<file path="src/rtl/pbd_pkg.sv">
`timescale 1ns / 1ps

package pbd_pkg;

  // Sample and arithmetic sizing.
  localparam int SAMPLE_W     = 16;
  localparam int CORDIC_STEPS = 16;
  localparam int GUARD_BITS   = 8;
  localparam int TABLE_LEN    = 24;
  localparam int NUM_STEPS    = (CORDIC_STEPS < TABLE_LEN) ? CORDIC_STEPS : TABLE_LEN;
  localparam int STEP_W       = (NUM_STEPS > 1) ? $clog2(NUM_STEPS) : 1;
  localparam int TAB_IDX_W    = $clog2(TABLE_LEN);

  // The rotated vector grows by the CORDIC gain (under 1.65) times sqrt(2).
  localparam int XY_W = SAMPLE_W + 1 + GUARD_BITS + 3;

  // Angle is a 32-bit fraction of a full turn.
  localparam int ANGLE_W = 32;
  localparam logic [ANGLE_W-1:0] HALF_TURN  = 32'h8000_0000;
  localparam logic [ANGLE_W-1:0] HALF_SECTOR = 32'h0080_0000;

  // Group and position counters.
  localparam int MODE_W = 8;
  localparam int MPB_W  = 9;
  localparam logic [MPB_W-1:0] MPB_MAX   = 9'd256;
  localparam logic [MPB_W-1:0] MPB_RESET = 9'd1;

  // Commands from the controller to the datapath.
  typedef struct packed {
    logic              load;
    logic              step;
    logic [STEP_W-1:0] step_idx;
    logic              deliver;
    logic              byte_valid;
    logic              final_result;
    logic              length_error;
    logic [MODE_W-1:0] byte_pos;
  } pbd_cmd_t;

  // Arctangent of 2^-i as a fraction of a turn, scaled by 2^32.
  function automatic logic [ANGLE_W-1:0] atan_turn(input logic [TAB_IDX_W-1:0] idx);
    logic [ANGLE_W-1:0] v;
    unique case (idx)
      5'd0:    v = 32'h2000_0000;
      5'd1:    v = 32'h12E4_051E;
      5'd2:    v = 32'h09FB_385B;
      5'd3:    v = 32'h0511_11D4;
      5'd4:    v = 32'h028B_0D43;
      5'd5:    v = 32'h0145_D7E1;
      5'd6:    v = 32'h00A2_F61E;
      5'd7:    v = 32'h0051_7C55;
      5'd8:    v = 32'h0028_BE53;
      5'd9:    v = 32'h0014_5F2F;
      5'd10:   v = 32'h000A_2F98;
      5'd11:   v = 32'h0005_17CC;
      5'd12:   v = 32'h0002_8BE6;
      5'd13:   v = 32'h0001_45F3;
      5'd14:   v = 32'h0000_A2F9;
      5'd15:   v = 32'h0000_517C;
      5'd16:   v = 32'h0000_28BE;
      5'd17:   v = 32'h0000_145F;
      5'd18:   v = 32'h0000_0A2F;
      5'd19:   v = 32'h0000_0517;
      5'd20:   v = 32'h0000_028B;
      5'd21:   v = 32'h0000_0145;
      5'd22:   v = 32'h0000_00A2;
      5'd23:   v = 32'h0000_0051;
      default: v = '0;
    endcase
    return v;
  endfunction

endpackage

</file>
<file path="src/rtl/pbd_if.sv">
`timescale 1ns / 1ps

// Input vector channel.
interface pbd_in_if;
  import pbd_pkg::*;
  logic                       valid;
  logic                       ready;
  logic signed [SAMPLE_W-1:0] cos_part;
  logic signed [SAMPLE_W-1:0] sin_part;
  logic                       end_of_text;
  modport source (output valid, cos_part, sin_part, end_of_text, input ready);
  modport sink   (input valid, cos_part, sin_part, end_of_text, output ready);
endinterface

// Decoded result channel.
interface pbd_out_if;
  logic       valid;
  logic       ready;
  logic [7:0] byte_value;
  logic       byte_valid;
  logic       final_result;
  logic       length_error;
  modport source (output valid, byte_value, byte_valid, final_result, length_error,
                  input ready);
  modport sink   (input valid, byte_value, byte_valid, final_result, length_error,
                  output ready);
endinterface

// Configuration write channel for modes_per_byte.
interface pbd_cfg_if;
  logic       valid;
  logic       ready;
  logic [8:0] data;
  modport source (output valid, data, input ready);
  modport sink   (input valid, data, output ready);
endinterface

</file>
<file path="src/rtl/phase_to_byte_decoder.sv">
`timescale 1ns / 1ps

// Channel   Dir  Handshake        Payload
// in_ch     in   valid / ready    cos_part[15:0], sin_part[15:0], end_of_text
// out_ch    out  valid / ready    byte_value[7:0], byte_valid, final_result, length_error
// cfg_ch    in   valid / ready    data[8:0] = modes_per_byte
//
// A vector that opens a group is accepted, runs 16 CORDIC iterations of the
// shared shift-add unit, then passes to delivery into the output register.
// An end-of-text vector inside a group goes straight to delivery with no rotation.
// Reset is synchronous and active low; modes_per_byte returns to 1 and both counters
// to 0. A stalled result holds in the output register; a finished rotation waits in the
// delivery state until that register frees, and the input stalls meanwhile.

module phase_to_byte_decoder (
  input logic       clk,
  input logic       rst_n,
  pbd_in_if.sink    in_ch,
  pbd_out_if.source out_ch,
  pbd_cfg_if.sink   cfg_ch
);
  import pbd_pkg::*;

  pbd_cmd_t cmd;

  // Sequencer for groups, positions and the rotation loop.
  pbd_ctrl u_ctrl (
    .clk         (clk),
    .rst_n       (rst_n),
    .in_valid    (in_ch.valid),
    .in_ready    (in_ch.ready),
    .end_of_text (in_ch.end_of_text),
    .out_valid   (out_ch.valid),
    .out_ready   (out_ch.ready),
    .cfg_valid   (cfg_ch.valid),
    .cfg_ready   (cfg_ch.ready),
    .cfg_data    (cfg_ch.data),
    .cmd         (cmd)
  );

  // CORDIC vectoring unit, sector rounding and the output register.
  pbd_datapath u_datapath (
    .clk          (clk),
    .cmd          (cmd),
    .cos_part     (in_ch.cos_part),
    .sin_part     (in_ch.sin_part),
    .byte_value   (out_ch.byte_value),
    .byte_valid   (out_ch.byte_valid),
    .final_result (out_ch.final_result),
    .length_error (out_ch.length_error)
  );

endmodule

</file>
<file path="src/rtl/pbd_datapath.sv">
`timescale 1ns / 1ps

module pbd_datapath (
  input  logic                                clk,
  input  pbd_pkg::pbd_cmd_t                   cmd,
  input  logic signed [pbd_pkg::SAMPLE_W-1:0] cos_part,
  input  logic signed [pbd_pkg::SAMPLE_W-1:0] sin_part,
  output logic [7:0]                          byte_value,
  output logic                                byte_valid,
  output logic                                final_result,
  output logic                                length_error
);
  import pbd_pkg::*;

  logic signed [XY_W-1:0]    x_r, y_r;
  logic [ANGLE_W-1:0]        z_r;
  logic                      zero_r;
  logic                      bvalid_r, final_r, err_r;
  logic [MODE_W-1:0]         pos_r;
  logic [7:0]                out_byte_r;
  logic                      out_bvalid_r, out_final_r, out_err_r;

  logic signed [SAMPLE_W:0]  cos_ext, sin_ext;
  logic signed [XY_W-1:0]    x_ld, y_ld, xs, ys;
  logic [ANGLE_W-1:0]        z_ld, atan_v, z_rnd;
  logic [7:0]                sector;

  // Fold the left half plane onto the right one and add guard bits.
  always_comb begin
    cos_ext = {cos_part[SAMPLE_W-1], cos_part};
    sin_ext = {sin_part[SAMPLE_W-1], sin_part};
    if (cos_part < 0) begin
      x_ld = XY_W'(-cos_ext) <<< GUARD_BITS;
      y_ld = XY_W'(-sin_ext) <<< GUARD_BITS;
      z_ld = HALF_TURN;
    end else begin
      x_ld = XY_W'(cos_ext) <<< GUARD_BITS;
      y_ld = XY_W'(sin_ext) <<< GUARD_BITS;
      z_ld = '0;
    end
  end

  // One CORDIC micro-rotation; the shifts floor toward minus infinity.
  assign xs     = x_r >>> cmd.step_idx;
  assign ys     = y_r >>> cmd.step_idx;
  assign atan_v = atan_turn(TAB_IDX_W'(cmd.step_idx));

  // Round to the nearest of 256 sectors; a zero vector reads as angle 0.
  assign z_rnd  = (zero_r ? '0 : z_r) + HALF_SECTOR;
  assign sector = z_rnd[ANGLE_W-1 -: 8];

  // Rotation registers and the result metadata of the current beat.
  always_ff @(posedge clk) begin
    if (cmd.load) begin
      x_r      <= x_ld;
      y_r      <= y_ld;
      z_r      <= z_ld;
      zero_r   <= (cos_part == '0) && (sin_part == '0);
      bvalid_r <= cmd.byte_valid;
      final_r  <= cmd.final_result;
      err_r    <= cmd.length_error;
      pos_r    <= cmd.byte_pos;
    end else if (cmd.step) begin
      if (!y_r[XY_W-1]) begin
        x_r <= x_r + ys;
        y_r <= y_r - xs;
        z_r <= z_r + atan_v;
      end else begin
        x_r <= x_r - ys;
        y_r <= y_r + xs;
        z_r <= z_r - atan_v;
      end
    end
  end

  // Output payload register.
  always_ff @(posedge clk) begin
    if (cmd.deliver) begin
      out_byte_r   <= bvalid_r ? (sector - pos_r) : 8'd0;
      out_bvalid_r <= bvalid_r;
      out_final_r  <= final_r;
      out_err_r    <= err_r;
    end
  end

  assign byte_value   = out_byte_r;
  assign byte_valid   = out_bvalid_r;
  assign final_result = out_final_r;
  assign length_error = out_err_r;

endmodule

</file>
<file path="src/rtl/pbd_ctrl.sv">
`timescale 1ns / 1ps

module pbd_ctrl (
  input  logic                     clk,
  input  logic                     rst_n,
  input  logic                     in_valid,
  output logic                     in_ready,
  input  logic                     end_of_text,
  output logic                     out_valid,
  input  logic                     out_ready,
  input  logic                     cfg_valid,
  output logic                     cfg_ready,
  input  logic [pbd_pkg::MPB_W-1:0] cfg_data,
  output pbd_pkg::pbd_cmd_t        cmd
);
  import pbd_pkg::*;

  typedef enum logic [1:0] {S_IDLE, S_ROTATE, S_DELIVER} state_t;

  state_t              state_r, state_nxt;
  logic [STEP_W-1:0]   step_r, step_nxt;
  logic [MODE_W-1:0]   mode_r, mode_nxt;
  logic [MODE_W-1:0]   pos_r, pos_nxt;
  logic [MPB_W-1:0]    mpb_r, mpb_nxt;
  logic                out_valid_r, out_valid_nxt;

  logic                in_fire, decode, deliver, last_step;
  logic [MPB_W-1:0]    mpb_eff, mode_inc;
  logic [MODE_W-1:0]   mode_adv;
  logic                err;

  assign in_ready  = (state_r == S_IDLE);
  assign in_fire   = in_valid && in_ready;
  assign cfg_ready = 1'b1;
  assign out_valid = out_valid_r;
  assign last_step = (step_r == STEP_W'(NUM_STEPS - 1));
  assign deliver   = (state_r == S_DELIVER) && (!out_valid_r || out_ready);

  // Group bookkeeping: clamp the register and advance the mode counter.
  always_comb begin
    if (mpb_r == '0) begin
      mpb_eff = MPB_RESET;
    end else if (mpb_r > MPB_MAX) begin
      mpb_eff = MPB_MAX;
    end else begin
      mpb_eff = mpb_r;
    end
    decode   = (mode_r == '0);
    mode_inc = MPB_W'(mode_r) + MPB_W'(1);
    mode_adv = (mode_inc >= mpb_eff) ? '0 : mode_inc[MODE_W-1:0];
    err      = end_of_text && (mode_adv != '0);
  end

  // Next state and counters.
  always_comb begin
    state_nxt     = state_r;
    step_nxt      = step_r;
    mode_nxt      = mode_r;
    pos_nxt       = pos_r;
    mpb_nxt       = mpb_r;
    out_valid_nxt = out_valid_r;

    if (cfg_valid) begin
      mpb_nxt = cfg_data;
    end

    if (out_valid_r && out_ready) begin
      out_valid_nxt = 1'b0;
    end

    unique case (state_r)
      S_IDLE: begin
        if (in_fire) begin
          if (end_of_text) begin
            mode_nxt = '0;
            pos_nxt  = '0;
          end else begin
            mode_nxt = mode_adv;
            pos_nxt  = decode ? pos_r + MODE_W'(1) : pos_r;
          end
          if (decode) begin
            state_nxt = S_ROTATE;
          end else if (end_of_text) begin
            state_nxt = S_DELIVER;
          end
        end
      end
      S_ROTATE: begin
        if (last_step) begin
          step_nxt  = '0;
          state_nxt = S_DELIVER;
        end else begin
          step_nxt = step_r + STEP_W'(1);
        end
      end
      S_DELIVER: begin
        if (deliver) begin
          out_valid_nxt = 1'b1;
          state_nxt     = S_IDLE;
        end
      end
      default: state_nxt = S_IDLE;
    endcase
  end

  // State and registered outputs.
  always_ff @(posedge clk) begin
    if (!rst_n) begin
      state_r     <= S_IDLE;
      step_r      <= '0;
      mode_r      <= '0;
      pos_r       <= '0;
      mpb_r       <= MPB_RESET;
      out_valid_r <= 1'b0;
    end else begin
      state_r     <= state_nxt;
      step_r      <= step_nxt;
      mode_r      <= mode_nxt;
      pos_r       <= pos_nxt;
      mpb_r       <= mpb_nxt;
      out_valid_r <= out_valid_nxt;
    end
  end

  // Commands to the datapath.
  always_comb begin
    cmd              = '0;
    cmd.load         = in_fire;
    cmd.step         = (state_r == S_ROTATE);
    cmd.step_idx     = step_r;
    cmd.deliver      = deliver;
    cmd.byte_valid   = decode;
    cmd.final_result = end_of_text;
    cmd.length_error = err;
    cmd.byte_pos     = pos_r;
  end

  // A decoded beat always starts the rotation loop.
  a_decode_rotates: assert property (@(posedge clk) disable iff (!rst_n)
    in_fire && decode |=> state_r == S_ROTATE)
    else $error("decoded beat did not enter rotation");

  // Results appear only out of the delivery state.
  a_valid_from_deliver: assert property (@(posedge clk) disable iff (!rst_n)
    $rose(out_valid_r) |-> $past(state_r == S_DELIVER))
    else $error("result raised outside delivery");

  // End of text clears both counters.
  a_eot_clears: assert property (@(posedge clk) disable iff (!rst_n)
    in_fire && end_of_text |=> mode_r == '0 && pos_r == '0)
    else $error("counters not cleared after end of text");

  // The step counter rests at zero outside the rotation loop.
  a_step_idle: assert property (@(posedge clk) disable iff (!rst_n)
    state_r != S_ROTATE |-> step_r == '0)
    else $error("step counter not at rest");

  // A pending result is never overwritten.
  a_no_overwrite: assert property (@(posedge clk) disable iff (!rst_n)
    deliver |-> !out_valid_r || out_ready)
    else $error("result overwritten while pending");

endmodule
</file>
<file path="src/flat_wrapper.sv">
// flat-port wrapper written by rule: the top's interface ports become plain ports
module phase_to_byte_decoder_flat import pbd_pkg::*;
  (clk, rst_n, in_ch_valid, in_ch_cos_part, in_ch_sin_part, in_ch_end_of_text, in_ch_ready, out_ch_valid, out_ch_byte_value, out_ch_byte_valid, out_ch_final_result, out_ch_length_error, out_ch_ready, cfg_ch_valid, cfg_ch_data, cfg_ch_ready);
  pbd_in_if in_ch_i ();
  pbd_out_if out_ch_i ();
  pbd_cfg_if cfg_ch_i ();
  input logic clk;
  input logic rst_n;
  input wire logic [$bits(in_ch_i.valid)-1:0] in_ch_valid;
  input wire logic [$bits(in_ch_i.cos_part)-1:0] in_ch_cos_part;
  input wire logic [$bits(in_ch_i.sin_part)-1:0] in_ch_sin_part;
  input wire logic [$bits(in_ch_i.end_of_text)-1:0] in_ch_end_of_text;
  output wire logic [$bits(in_ch_i.ready)-1:0] in_ch_ready;
  output wire logic [$bits(out_ch_i.valid)-1:0] out_ch_valid;
  output wire logic [$bits(out_ch_i.byte_value)-1:0] out_ch_byte_value;
  output wire logic [$bits(out_ch_i.byte_valid)-1:0] out_ch_byte_valid;
  output wire logic [$bits(out_ch_i.final_result)-1:0] out_ch_final_result;
  output wire logic [$bits(out_ch_i.length_error)-1:0] out_ch_length_error;
  input wire logic [$bits(out_ch_i.ready)-1:0] out_ch_ready;
  input wire logic [$bits(cfg_ch_i.valid)-1:0] cfg_ch_valid;
  input wire logic [$bits(cfg_ch_i.data)-1:0] cfg_ch_data;
  output wire logic [$bits(cfg_ch_i.ready)-1:0] cfg_ch_ready;
  assign in_ch_i.valid = in_ch_valid;
  assign in_ch_i.cos_part = in_ch_cos_part;
  assign in_ch_i.sin_part = in_ch_sin_part;
  assign in_ch_i.end_of_text = in_ch_end_of_text;
  assign in_ch_ready = in_ch_i.ready;
  assign out_ch_valid = out_ch_i.valid;
  assign out_ch_byte_value = out_ch_i.byte_value;
  assign out_ch_byte_valid = out_ch_i.byte_valid;
  assign out_ch_final_result = out_ch_i.final_result;
  assign out_ch_length_error = out_ch_i.length_error;
  assign out_ch_i.ready = out_ch_ready;
  assign cfg_ch_i.valid = cfg_ch_valid;
  assign cfg_ch_i.data = cfg_ch_data;
  assign cfg_ch_ready = cfg_ch_i.ready;
  phase_to_byte_decoder u_core (.clk(clk), .rst_n(rst_n), .in_ch(in_ch_i), .out_ch(out_ch_i), .cfg_ch(cfg_ch_i));
endmodule
</file>
<file path="config.mk">
export PLATFORM = sky130hd
export DESIGN_NAME = phase_to_byte_decoder_flat
export DESIGN_NICKNAME = d
export VERILOG_FILES = /design/src/rtl/pbd_pkg.sv /design/src/rtl/pbd_if.sv /design/src/rtl/phase_to_byte_decoder.sv /design/src/rtl/pbd_datapath.sv /design/src/rtl/pbd_ctrl.sv /design/src/flat_wrapper.sv
export SDC_FILE = /design/constraint.sdc
export NUM_CORES = 1
export LEC_CHECK = 0
export BUFFER_PORTS_ARGS = -buffer_cell sky130_fd_sc_hd__buf_2
export CORE_ASPECT_RATIO = 0.7
export CORE_MARGIN = 3
export CORE_UTILIZATION = 70
export CTS_CLUSTER_SIZE = 16
export DETAILED_ROUTE_END_ITERATION = 12
export PLACE_DENSITY = 0.89
export SETUP_SLACK_MARGIN = 0.3
export SYNTH_ARGS = -nofsm -noshare
export SYNTH_HDL_FRONTEND = slang
export SYNTH_SLANG_ARGS = --single-unit
</file>
<file path="constraint.sdc">
create_clock -name clk -period 10.3 [get_ports clk]
set_clock_uncertainty 0.15 [all_clocks]
set_input_delay 2.06 -clock clk [delete_from_list [all_inputs] [get_ports clk]]
set_output_delay 2.06 -clock clk [all_outputs]
set_load 0.1 [all_outputs]
</file>
==> flow_metrics.tcl, run 1 <==
set metrics [dict create \
    grt_pass1_vias 15100 \
    ys_ff_latch 173 \
    synth_top_cell_by_area "edfxtp_1" \
    cts_max_level 4 \
    slew_violations 0 \
    cp-end-kind "flop" \
    yosysSeqAreaShare_pct 26.4 \
    hpwl_um 36600 \
    hp-class "reg -> reg" \
    synth_cells 2007 \
    tightest_slew_ns 1.10 \
    diodes 0 \
    cts_root_buffer "clkbuf_16" \
    synthFlopType "edfxtp_1" \
    period_needed_ns 6.78 \
    grt_max_degree 72 \
    finalWirelength_um 49400 \
    hold_depth 0 \
    antenna_left 0 \
    path_class "reg -> reg" \
    drt_iter0_drc 2309 \
    clockBufferDepth 2 \
    reg2reg_depth 21 \
    cts_setup_buffers 0 \
    yosysMostFrequentCell "nor2_1" \
    r2r-start "u_core.u_ctrl.step_r[1]$_SDFFE_PN0P_" \
    gp_congestion 0.966 \
    crit_required_ns 10.37 \
    rsz0062_at_grt "false" \
    cp.arrival_ns 6.85 \
    cts_num_sinks 173 \
    yosysWarnings 0 \
    initial_core_util_pct 72.3 \
    hold_buffers 0 \
    clk_latency_ns 0.47 \
    synthesis.nets 2179 \
    max_freq_mhz 148 \
    synth_cell_types 96 \
    startpoint "u_core.u_ctrl.step_r[1]$_SDFFE_PN0P_" \
    synth_top_cell_area_share_pct 19.2 \
    via_per_inst 6.91 \
    maxCapViolCount 0 \
    wl_per_cell_um 21.1 \
    final-setup-viol-count 0 \
    grtUsageTotal_pct 36.5 \
    synth_area_per_cell_um2 8.65 \
    post-route-util_pct 76.5 \
    cts_tree "built" \
    nets 2182 \
    die_area_um2 26800 \
    vias 16200 \
    cts.clk_slew.worst_paths_ns 0.08 \
    portBuffers 59 \
    synth_area_um2 17400 \
    die_w_um 194 \
    fp.dieH_um 138 \
    crit_path_start_kind "flop" \
    area_growth_pct 5.69 \
    drc 0 \
    core-area_um2 24000 \
    fp-row-count 47 \
    ys_async_sr_fraction_pct 0 \
    fin_crit_sh_pct 65.8 \
    first_pass_iters 8 \
    hold_viol 0 \
    synth_common_cells "nor2_1, a21oi_1, nand2_1" \
    max-slew-margin-rel_pct 26.3 \
    synthTopCellsByArea "edfxtp_1, ha_1, dfxtp_1, xnor2_1, mux4_2" \
    ctsResizeCount 0 \
    layout-drive-gt1-share_pct 10.9 \
    grt_pass1_wl_um 79400 \
    io_pins 61 \
    worst-path-max-fanout 62 \
    synth_edf_count 111 \
    min_from "u_core.u_datapath.final_r$_DFFE_PP_" \
    tns_ns 0 \
    status "completed" \
    cts_buffers 17 \
    overflow 0 \
    antenna_found_initial 1 \
]
-- sequential cells by signal, indices dropped and copies added (netlist names), 2 cells and up --
register / flops
u_core.u_datapath.byte_value: 8
u_core.u_ctrl.mode_r: 8
u_core.u_ctrl.mpb_r: 9
u_core.u_datapath.z_r: 32
u_core.u_ctrl.step_r: 4
u_core.u_ctrl.state_r: 2
u_core.u_datapath.x_r: 28
u_core.u_ctrl.pos_r: 8
u_core.u_datapath.atan_v: 30
u_core.u_datapath.pos_r: 8
u_core.u_datapath.y_r: 28
-- cells by family after synthesis --
logic type	after synthesis	synth area share, %
buffers and inverters	165	4.26
flip-flops	173	26.4
multiplexers	137	11.9
other	1	0.0216
XOR/XNOR	184	9.37
AND/OR/NAND/NOR	668	18.6
adder cells (fa/ha/maj)	125	9.18
AO/OA/AOI/OAI	554	20.3
-- per-stage QoR --
step / hold WS (ns) / instance area [um2] / instances / worst slack [ns]
2_1_floorplan: 0.250 / 17400 / 2007 / 3.84
3_3_place_gp: 0.253 / 17700 / 2309 / 4.04
3_5_place_dp: 0.256 / 17700 / 2309 / 3.83
4_1_cts: 0.284 / 18300 / 2341 / 3.67
5_1_grt: 0.292 / 18300 / 2341 / 3.01
6_report: 0.278 / 18300 / 2341 / 3.52
-- path summary, 6_finish.rpt --
path                                              endpoint  slack (ns)
setup / recovery       u_core.u_datapath.x_r[20]$_DFFE_PP_        3.52
hold / removal    u_core.u_datapath.final_result$_DFFE_PP_        0.28
setup reg to reg       u_core.u_datapath.x_r[20]$_DFFE_PP_        3.52
hold reg to reg   u_core.u_datapath.final_result$_DFFE_PP_        0.28
-- cells in the final DEF, fill, tap and decap left out, types with 45 or more instances in the layout --
cell	n
mux2i_1	54
ha_1	121
xor2_1	68
a21oi_1	179
nor2_1	196
nor3_1	45
o21ai_0	113
dfxtp_1	58
xnor2_1	115
inv_1	68
nand2_1	175
buf_2	59
nand3_1	56
edfxtp_1	111
a21o_1	45
-- metal layers --
metal  GRT usage [%]  wire (um)  vias to the layer above  share of wire, %
met1            53.4      21200                     7581                43
met3            10.7       6560                       95                13
met2            53.4      20800                     1062                42
met5               0         12                        -             0.024
li1                -          -                     7443                 -
met4            8.53        787                        2               1.6
-- cell type report --
| cell class | count | area, um2 |
|---|---|---|
| Multi-Input combinational cell | 1669 | 12100 |
| Fill cell | 1740 | 5650 |
| Sequential cell | 173 | 4580 |
| Clock buffer | 17 | 425 |
| Timing Repair Buffer | 76 | 423 |
| Tap cell | 318 | 398 |
| Inverter | 73 | 275 |
| Clock inverter | 15 | 189 |
-- worst max-delay path, cell delays in order (launching register included) --
cell	delay, ns
dfxtp_4	0.48
buf_4	0.73
mux4_1	0.70
nand2_1	0.13
a21boi_0	0.26
nand2_1	0.08
o21ai_0	0.15
ha_1	0.21
nor2b_1	0.29
nand4_1	0.24
nor2_1	0.27
nor2_1	0.08
xor2_1	0.17
ha_1	0.37
nor2b_1	0.17
o21ai_0	0.23
a211oi_1	0.15
or3_1	0.36
o21ai_0	0.46
o21bai_1	0.21
a2111o_1	0.47
o211a_1	0.13
Power of run 1 is left out: the tool's default activity adds up to more than one toggle a clock period on the data nets, which glitch-free logic cannot reach.
==> inputs of run 2 (changes only) <==
--- a/config.mk
+++ b/config.mk
@@ -5,13 +5,14 @@
 export SDC_FILE = /design/constraint.sdc
 export NUM_CORES = 1
 export LEC_CHECK = 0
+export ABC_AREA = 1
 export BUFFER_PORTS_ARGS = -buffer_cell sky130_fd_sc_hd__buf_2
 export CORE_ASPECT_RATIO = 0.7
 export CORE_MARGIN = 3
-export CORE_UTILIZATION = 70
+export CORE_UTILIZATION = 58
 export CTS_CLUSTER_SIZE = 16
 export DETAILED_ROUTE_END_ITERATION = 12
-export PLACE_DENSITY = 0.89
+export PLACE_DENSITY = 0.78
 export SETUP_SLACK_MARGIN = 0.3
 export SYNTH_ARGS = -nofsm -noshare
 export SYNTH_HDL_FRONTEND = slang
==> constraint.sdc (replaced) <==
create_clock -name clk -period 6.12 [get_ports clk]
set_clock_uncertainty 0.15 [all_clocks]
set_input_delay 1.224 -clock clk [delete_from_list [all_inputs] [get_ports clk]]
set_output_delay 1.224 -clock clk [all_outputs]
set_load 0.1 [all_outputs]
==> run 2 against run 1 <==
  * Die area increased by 20%
  * Critical path type unchanged
  * Synthesized area is 0.50% higher
  * Maximum frequency rose by 29%
  * Highest routed layer unchanged
  * Count of clock-buffer cells in the layout rose by 4
  * Global-route usage down 1.4 points
  * Sequential share of layout area down 0.23 points
==> flow_metrics.tcl, run 2 <==
set metrics [dict create \
    layout_common_cells "nand2_1, nand3_1, inv_1, nor2_1, a21oi_1" \
    cts_buffers 17 \
    crit_slowest_cell "o211ai_1" \
    maxCapViolCount 0 \
    ctsResizeCount 0 \
    wl_per_cell_um 18.5 \
    hp-class "reg -> reg" \
    max_freq_mhz 190 \
    drc 0 \
    synth_top_cell_by_area "edfxtp_1" \
    cts_tree "built" \
    largest_reg_flops 32 \
    tightest_slew_ns 1.14 \
    synth_cells 2646 \
    synthTopCellsByArea "edfxtp_1, nand2_1, nand3_1, ha_1, dfxtp_1" \
    top_register "u_core.u_datapath.z_r" \
    diodes 0 \
    fp.dieH_um 151 \
    synth_area_um2 17400 \
    initial_core_util_pct 59.6 \
    rsz0062_at_grt "false" \
    clk_latency_ns 0.46 \
    grtUsageTotal_pct 35.1 \
    hpwl_um 44500 \
    grt_pass1_wl_um 88100 \
    grt_pass1_vias 16400 \
    cts_max_level 4 \
    ys_async_sr_fraction_pct 0 \
    cp.arrival_ns 5.31 \
    first_pass_iters 7 \
    max-slew-margin-rel_pct 23.9 \
    overflow 0 \
    synth_area_per_cell_um2 6.59 \
    synthFlopType "edfxtp_1" \
    vias 18300 \
    hold_buffers 0 \
    cts_setup_buffers 0 \
    finalWirelength_um 56600 \
    die_area_um2 32200 \
    final-setup-viol-count 0 \
    area_growth_pct 6.05 \
    layout-drive-gt1-share_pct 8.04 \
    nets 2833 \
    crit_buf_inv 4 \
    synth_edf_count 111 \
    core-area_um2 29300 \
    antenna_left 0 \
    die_w_um 213 \
    layout_commonest_cell "nand2_1" \
    synthesis.nets 2818 \
    drt_iter0_drc 2310 \
    post-route-util_pct 63.2 \
    io_pins 61 \
    tns_ns 0 \
    synth_common_cells "nand2_1, nand3_1, inv_1" \
    status "completed" \
    synth_top_cell_area_share_pct 19.1 \
    antenna_found_initial 1 \
    placed_area_um2 17900 \
    hold_viol 0 \
    gp_congestion 1.08 \
    ys_ff_latch 173 \
    fin_crit_sh_pct 85.9 \
    stdcell_area_um2 18500 \
    cts.clk_slew.worst_paths_ns 0.08 \
    cts_num_sinks 173 \
    cp-end-kind "flop" \
    crit_required_ns 6.17 \
    via_per_inst 6.01 \
    yosysSeqAreaShare_pct 26.2 \
    portBuffers 59 \
    worst-path-max-fanout 54 \
    path_class "reg -> reg" \
    yosysWarnings 0 \
    path_delay_family "simple AND/OR/NAND/NOR gates" \
    grt_max_degree 58 \
    clockBufferDepth 2 \
    cts_root_buffer "clkbuf_16" \
    slew_violations 0 \
    slowest_delay_ns 0.60 \
    yosysMostFrequentCell "nand2_1" \
    period_needed_ns 5.26 \
    fp-row-count 52 \
    crit_path_start_kind "flop" \
    cpMostUsedCell "nand2_1" \
    synth_cell_types 64 \
]
==> run 2: cell types whose count changed after synthesis, moves of 50 or more <==
cell and change:
inv_1 +200, mux2i_1 -54, nand2_1 +465, nand3_1 +250, nor2_1 +50, o21ai_0 +63, xnor2_1 -80
==> run 2: final cells by class <==
type | instances | area [um2]
repair buffers | 76 | 423
fillers | 2732 | 10800
multi-input cells | 2111 | 11400
inverters | 282 | 1060
well taps | 378 | 473
clock buffers | 21 | 462
flip-flops and latches | 173 | 4580
clock inverters | 11 | 120
==> run 2: worst paths after layout <==
kind,start,end,slack [ns],cells past startpoint
setup / recovery,u_core.u_ctrl.step_r[1]$_SDFFE_PN0P_,u_core.u_datapath.y_r[23]$_DFFE_PP_,0.86,26
hold / removal,u_core.u_datapath.err_r$_DFFE_PP_,u_core.u_datapath.length_error$_DFFE_PP_,0.27,0
hold reg to reg,u_core.u_datapath.err_r$_DFFE_PP_,u_core.u_datapath.length_error$_DFFE_PP_,0.27,0
setup reg to reg,u_core.u_ctrl.step_r[1]$_SDFFE_PN0P_,u_core.u_datapath.y_r[23]$_DFFE_PP_,0.86,26
==> run 2: per-stage QoR <==
step	cells	hold WS [ns]	setup WS, ns
after floorplan	2646	0.250	1.02
after global placement	3020	0.254	1.26
after detailed placement	3020	0.255	1.11
after CTS	3052	0.272	1.07
after global routing	3052	0.280	0.396
final	3052	0.270	0.862
==> run 2: cells by family (layout without fill, tap and decap cells) <==
logic type,Yosys count,after routing,share of synthesized area [%]
AOI/OAI and AO/OA,519,519,16.7
and+or+nand+nor,1375,1375,34.7
buffers and inverters,362,390,8.60
muxes,1,1,0.0645
xor gates and xnor gates,90,90,4.52
DFF,173,173,26.2
adders and majority gates,125,125,9.14
other,1,1,0.0215
==> run 2: routing by layer <==
layer | up-vias | GRT usage, % | wire length [um]
met1 | 8394 | 52.5 | 26600
met4 | 4 | 6.54 | 918
met2 | 898 | 45.5 | 20700
li1 | 8958 | - | -
met5 | - | 2.98 | 141
met3 | 85 | 16.1 | 8300
Power of run 2 is left out for the same reason.
==> inputs of run 3 (changes only) <==
--- a/config.mk
+++ b/config.mk
@@ -13,7 +13,7 @@
 export CTS_CLUSTER_SIZE = 16
 export DETAILED_ROUTE_END_ITERATION = 12
 export PLACE_DENSITY = 0.78
-export SETUP_SLACK_MARGIN = 0.3
+export SETUP_SLACK_MARGIN = 0.2
 export SYNTH_ARGS = -nofsm -noshare
 export SYNTH_HDL_FRONTEND = slang
 export SYNTH_SLANG_ARGS = --single-unit
==> constraint.sdc (replaced) <==
create_clock -name clk -period 4.7 [get_ports clk]
set_clock_uncertainty 0.15 [all_clocks]
set_input_delay 0.94 -clock clk [delete_from_list [all_inputs] [get_ports clk]]
set_output_delay 0.94 -clock clk [all_outputs]
set_load 0.1 [all_outputs]
==> run 3 against run 2 <==
  * Cell area rose by 3.7%
  * Flip-flop and latch count unchanged
  * Register-to-register slack got worse by 0.57 ns
  * Critical path type unchanged
  * Critical endpoint is now u_core.u_datapath.z_r[28]$_SDFFCE_PP0P_
==> flow_metrics.tcl, run 3 (synthesis results as in run 2) <==
set metrics [dict create \
    fin_crit_sh_pct 93.8 \
    r2r_setup_slack_ns 0.29 \
    final-seq-area_um2 4580 \
    slowest_delay_ns 0.43 \
    crit_path_start_kind "flop" \
    crit_slowest_cell "a21oi_1" \
    worst-path-stages 22 \
    portBuffers 59 \
    reg2reg_depth 22 \
    antenna_left 0 \
    path_delay_family "simple AND/OR/NAND/NOR gates" \
    top_register "u_core.u_datapath.z_r" \
    cp.arrival_ns 4.48 \
    worst-path-max-fanout 4 \
    cts_buffers 17 \
    cts_tree "built" \
    area_growth_pct 9.97 \
    cts.clk_slew.worst_paths_ns 0.09 \
    cpMostUsedCell "nor2_1" \
    multiInputGateArea_um2 11600 \
    wl_per_cell_um 18.8 \
    diodes 0 \
    grt_pass1_vias 15900 \
    die_w_um 213 \
    antenna_found_initial 1 \
    initial_core_util_pct 59.6 \
    drc 0 \
    grt_pass1_wl_um 87400 \
    grtUsageTotal_pct 35.0 \
    startpoint "u_core.u_datapath.atan_v[0]$_DFF_P_" \
    hold_viol 0 \
    fillers 2601 \
    overflow 0 \
    r2r_end "u_core.u_datapath.z_r[28]$_SDFFCE_PP0P_" \
    clk_latency_ns 0.47 \
    tns_ns 0 \
    gp_congestion 1.00 \
    final-setup-viol-count 0 \
    first_pass_iters 8 \
    fp-row-count 52 \
    fp.dieH_um 151 \
    hp-class "reg -> reg" \
    max-slew-margin-rel_pct 15.4 \
    rsz0062_at_grt "true" \
    die_area_um2 32200 \
    drt_iter0_drc 2737 \
    dp_slack_ns 0.133 \
    status "completed" \
    critPathCapture "u_core.u_datapath.z_r[28]$_SDFFCE_PP0P_" \
    period_needed_ns 4.41 \
    largest_reg_flops 32 \
    crit_buf_inv 2 \
    layout-drive-gt1-share_pct 11.0 \
    clockBufferDepth 2 \
    via_per_inst 6.05 \
    core-area_um2 29300 \
    max_freq_mhz 227 \
    vias 18700 \
    crit_chain "inv_1, nand3_1, nor2_1, nand2_1, nor2_1, nand4_1, nor2_1, inv_1, nor2_1, nand3_1, nand2_1, xor2_1, ha_1, a21oi_1, o21ai_0, nor2_1, o31ai_1, a21oi_1, or2_2, nand3_1, nand2_1, nor2_1" \
    tightest_slew_ns 1.26 \
    grt_max_degree 59 \
    layout_commonest_cell "nand2_1" \
    crit_required_ns 4.77 \
    cts_num_sinks 173 \
    nets 2867 \
    io_pins 61 \
    layout_setup_ws_ns 0.291 \
    finalWirelength_um 58200 \
    cts_max_level 4 \
    path_class "reg -> reg" \
    layout_common_cells "nand2_1, nand3_1, inv_1, nor2_1, a21oi_1" \
    r2r-start "u_core.u_datapath.atan_v[0]$_DFF_P_" \
    cp-end-kind "flop" \
    cts_root_buffer "clkbuf_16" \
    hpwl_um 45300 \
    hold_buffers 0 \
    maxCapViolCount 0 \
    slew_violations 0 \
]
[run 3: cell count changes in the layout (fill, tap and decap cells not counted), moves of 6 or more]
| cell | before | now |
|---|---|---|
| a21oi_2 | 0 | 8 |
| clkinv_8 | 0 | 6 |
| nand2_2 | 34 | 42 |
| nand2_1 | 639 | 631 |
| a21oi_1 | 208 | 200 |
| ha_1 | 121 | 114 |
| o21ai_0 | 176 | 168 |
| nor2_1 | 247 | 239 |
| o21ai_1 | 20 | 27 |
| buf_12 | 0 | 7 |
| buf_4 | 17 | 38 |
[run 3: worst min-delay path by stage]
stage	startpoint	to	slack, ns	cells past startpoint
finish	u_core.u_datapath.final_r$_DFFE_PP_	u_core.u_datapath.final_result$_DFFE_PP_	0.28	0
global route	u_core.u_datapath.err_r$_DFFE_PP_	u_core.u_datapath.length_error$_DFFE_PP_	0.29	0
CTS	u_core.u_datapath.final_r$_DFFE_PP_	u_core.u_datapath.final_result$_DFFE_PP_	0.28	0
detailed placement	u_core.u_datapath.final_r$_DFFE_PP_	u_core.u_datapath.final_result$_DFFE_PP_	0.26	0
global placement	u_core.u_datapath.err_r$_DFFE_PP_	u_core.u_datapath.length_error$_DFFE_PP_	0.26	0
floorplan	u_core.u_datapath.final_r$_DFFE_PP_	u_core.u_datapath.final_result$_DFFE_PP_	0.25	0
[run 3: what timing repair did]
action                     4_1_cts  5_1_grt
buffers inserted                 0        6
setup endpoints to repair        1       31
resized for setup                1       67
cloned                           0        3
pin swaps                        0       14
[run 3: through the flow]
| stage | utilization, % | cell area [um2] | cells | hold slack, ns |
|---|---|---|---|---|
| global placement | 62.1 | 18200 | 3045 | 0.264 |
| CTS | 64.3 | 18800 | 3077 | 0.284 |
| floorplan | - | 17400 | 2646 | 0.250 |
| detailed placement | 62.1 | 18200 | 3045 | 0.263 |
| global route | 65.5 | 19200 | 3086 | 0.294 |
| finish | 65.5 | 19200 | 3086 | 0.283 |
[run 3: area by class of cell]
| class | count | area share [%] |
|---|---|---|
| flip-flops and latches | 173 | 23.9 |
| well taps | 378 | 2.47 |
| multi-input cells | 2111 | 60.5 |
| repair buffers | 110 | 4.34 |
| inverters | 282 | 5.54 |
| clock inverters | 15 | 1.07 |
| clock buffers | 17 | 2.22 |
[run 3: metal layers]
layer	track usage, %	routed length [um]	up-vias
li1	-	-	9037
met1	55.1	27200	8473
met2	43.9	21300	1074
met3	13.0	8530	85
met4	6.77	875	4
met5	5.02	230	-
Power of run 3 is left out for the same reason.
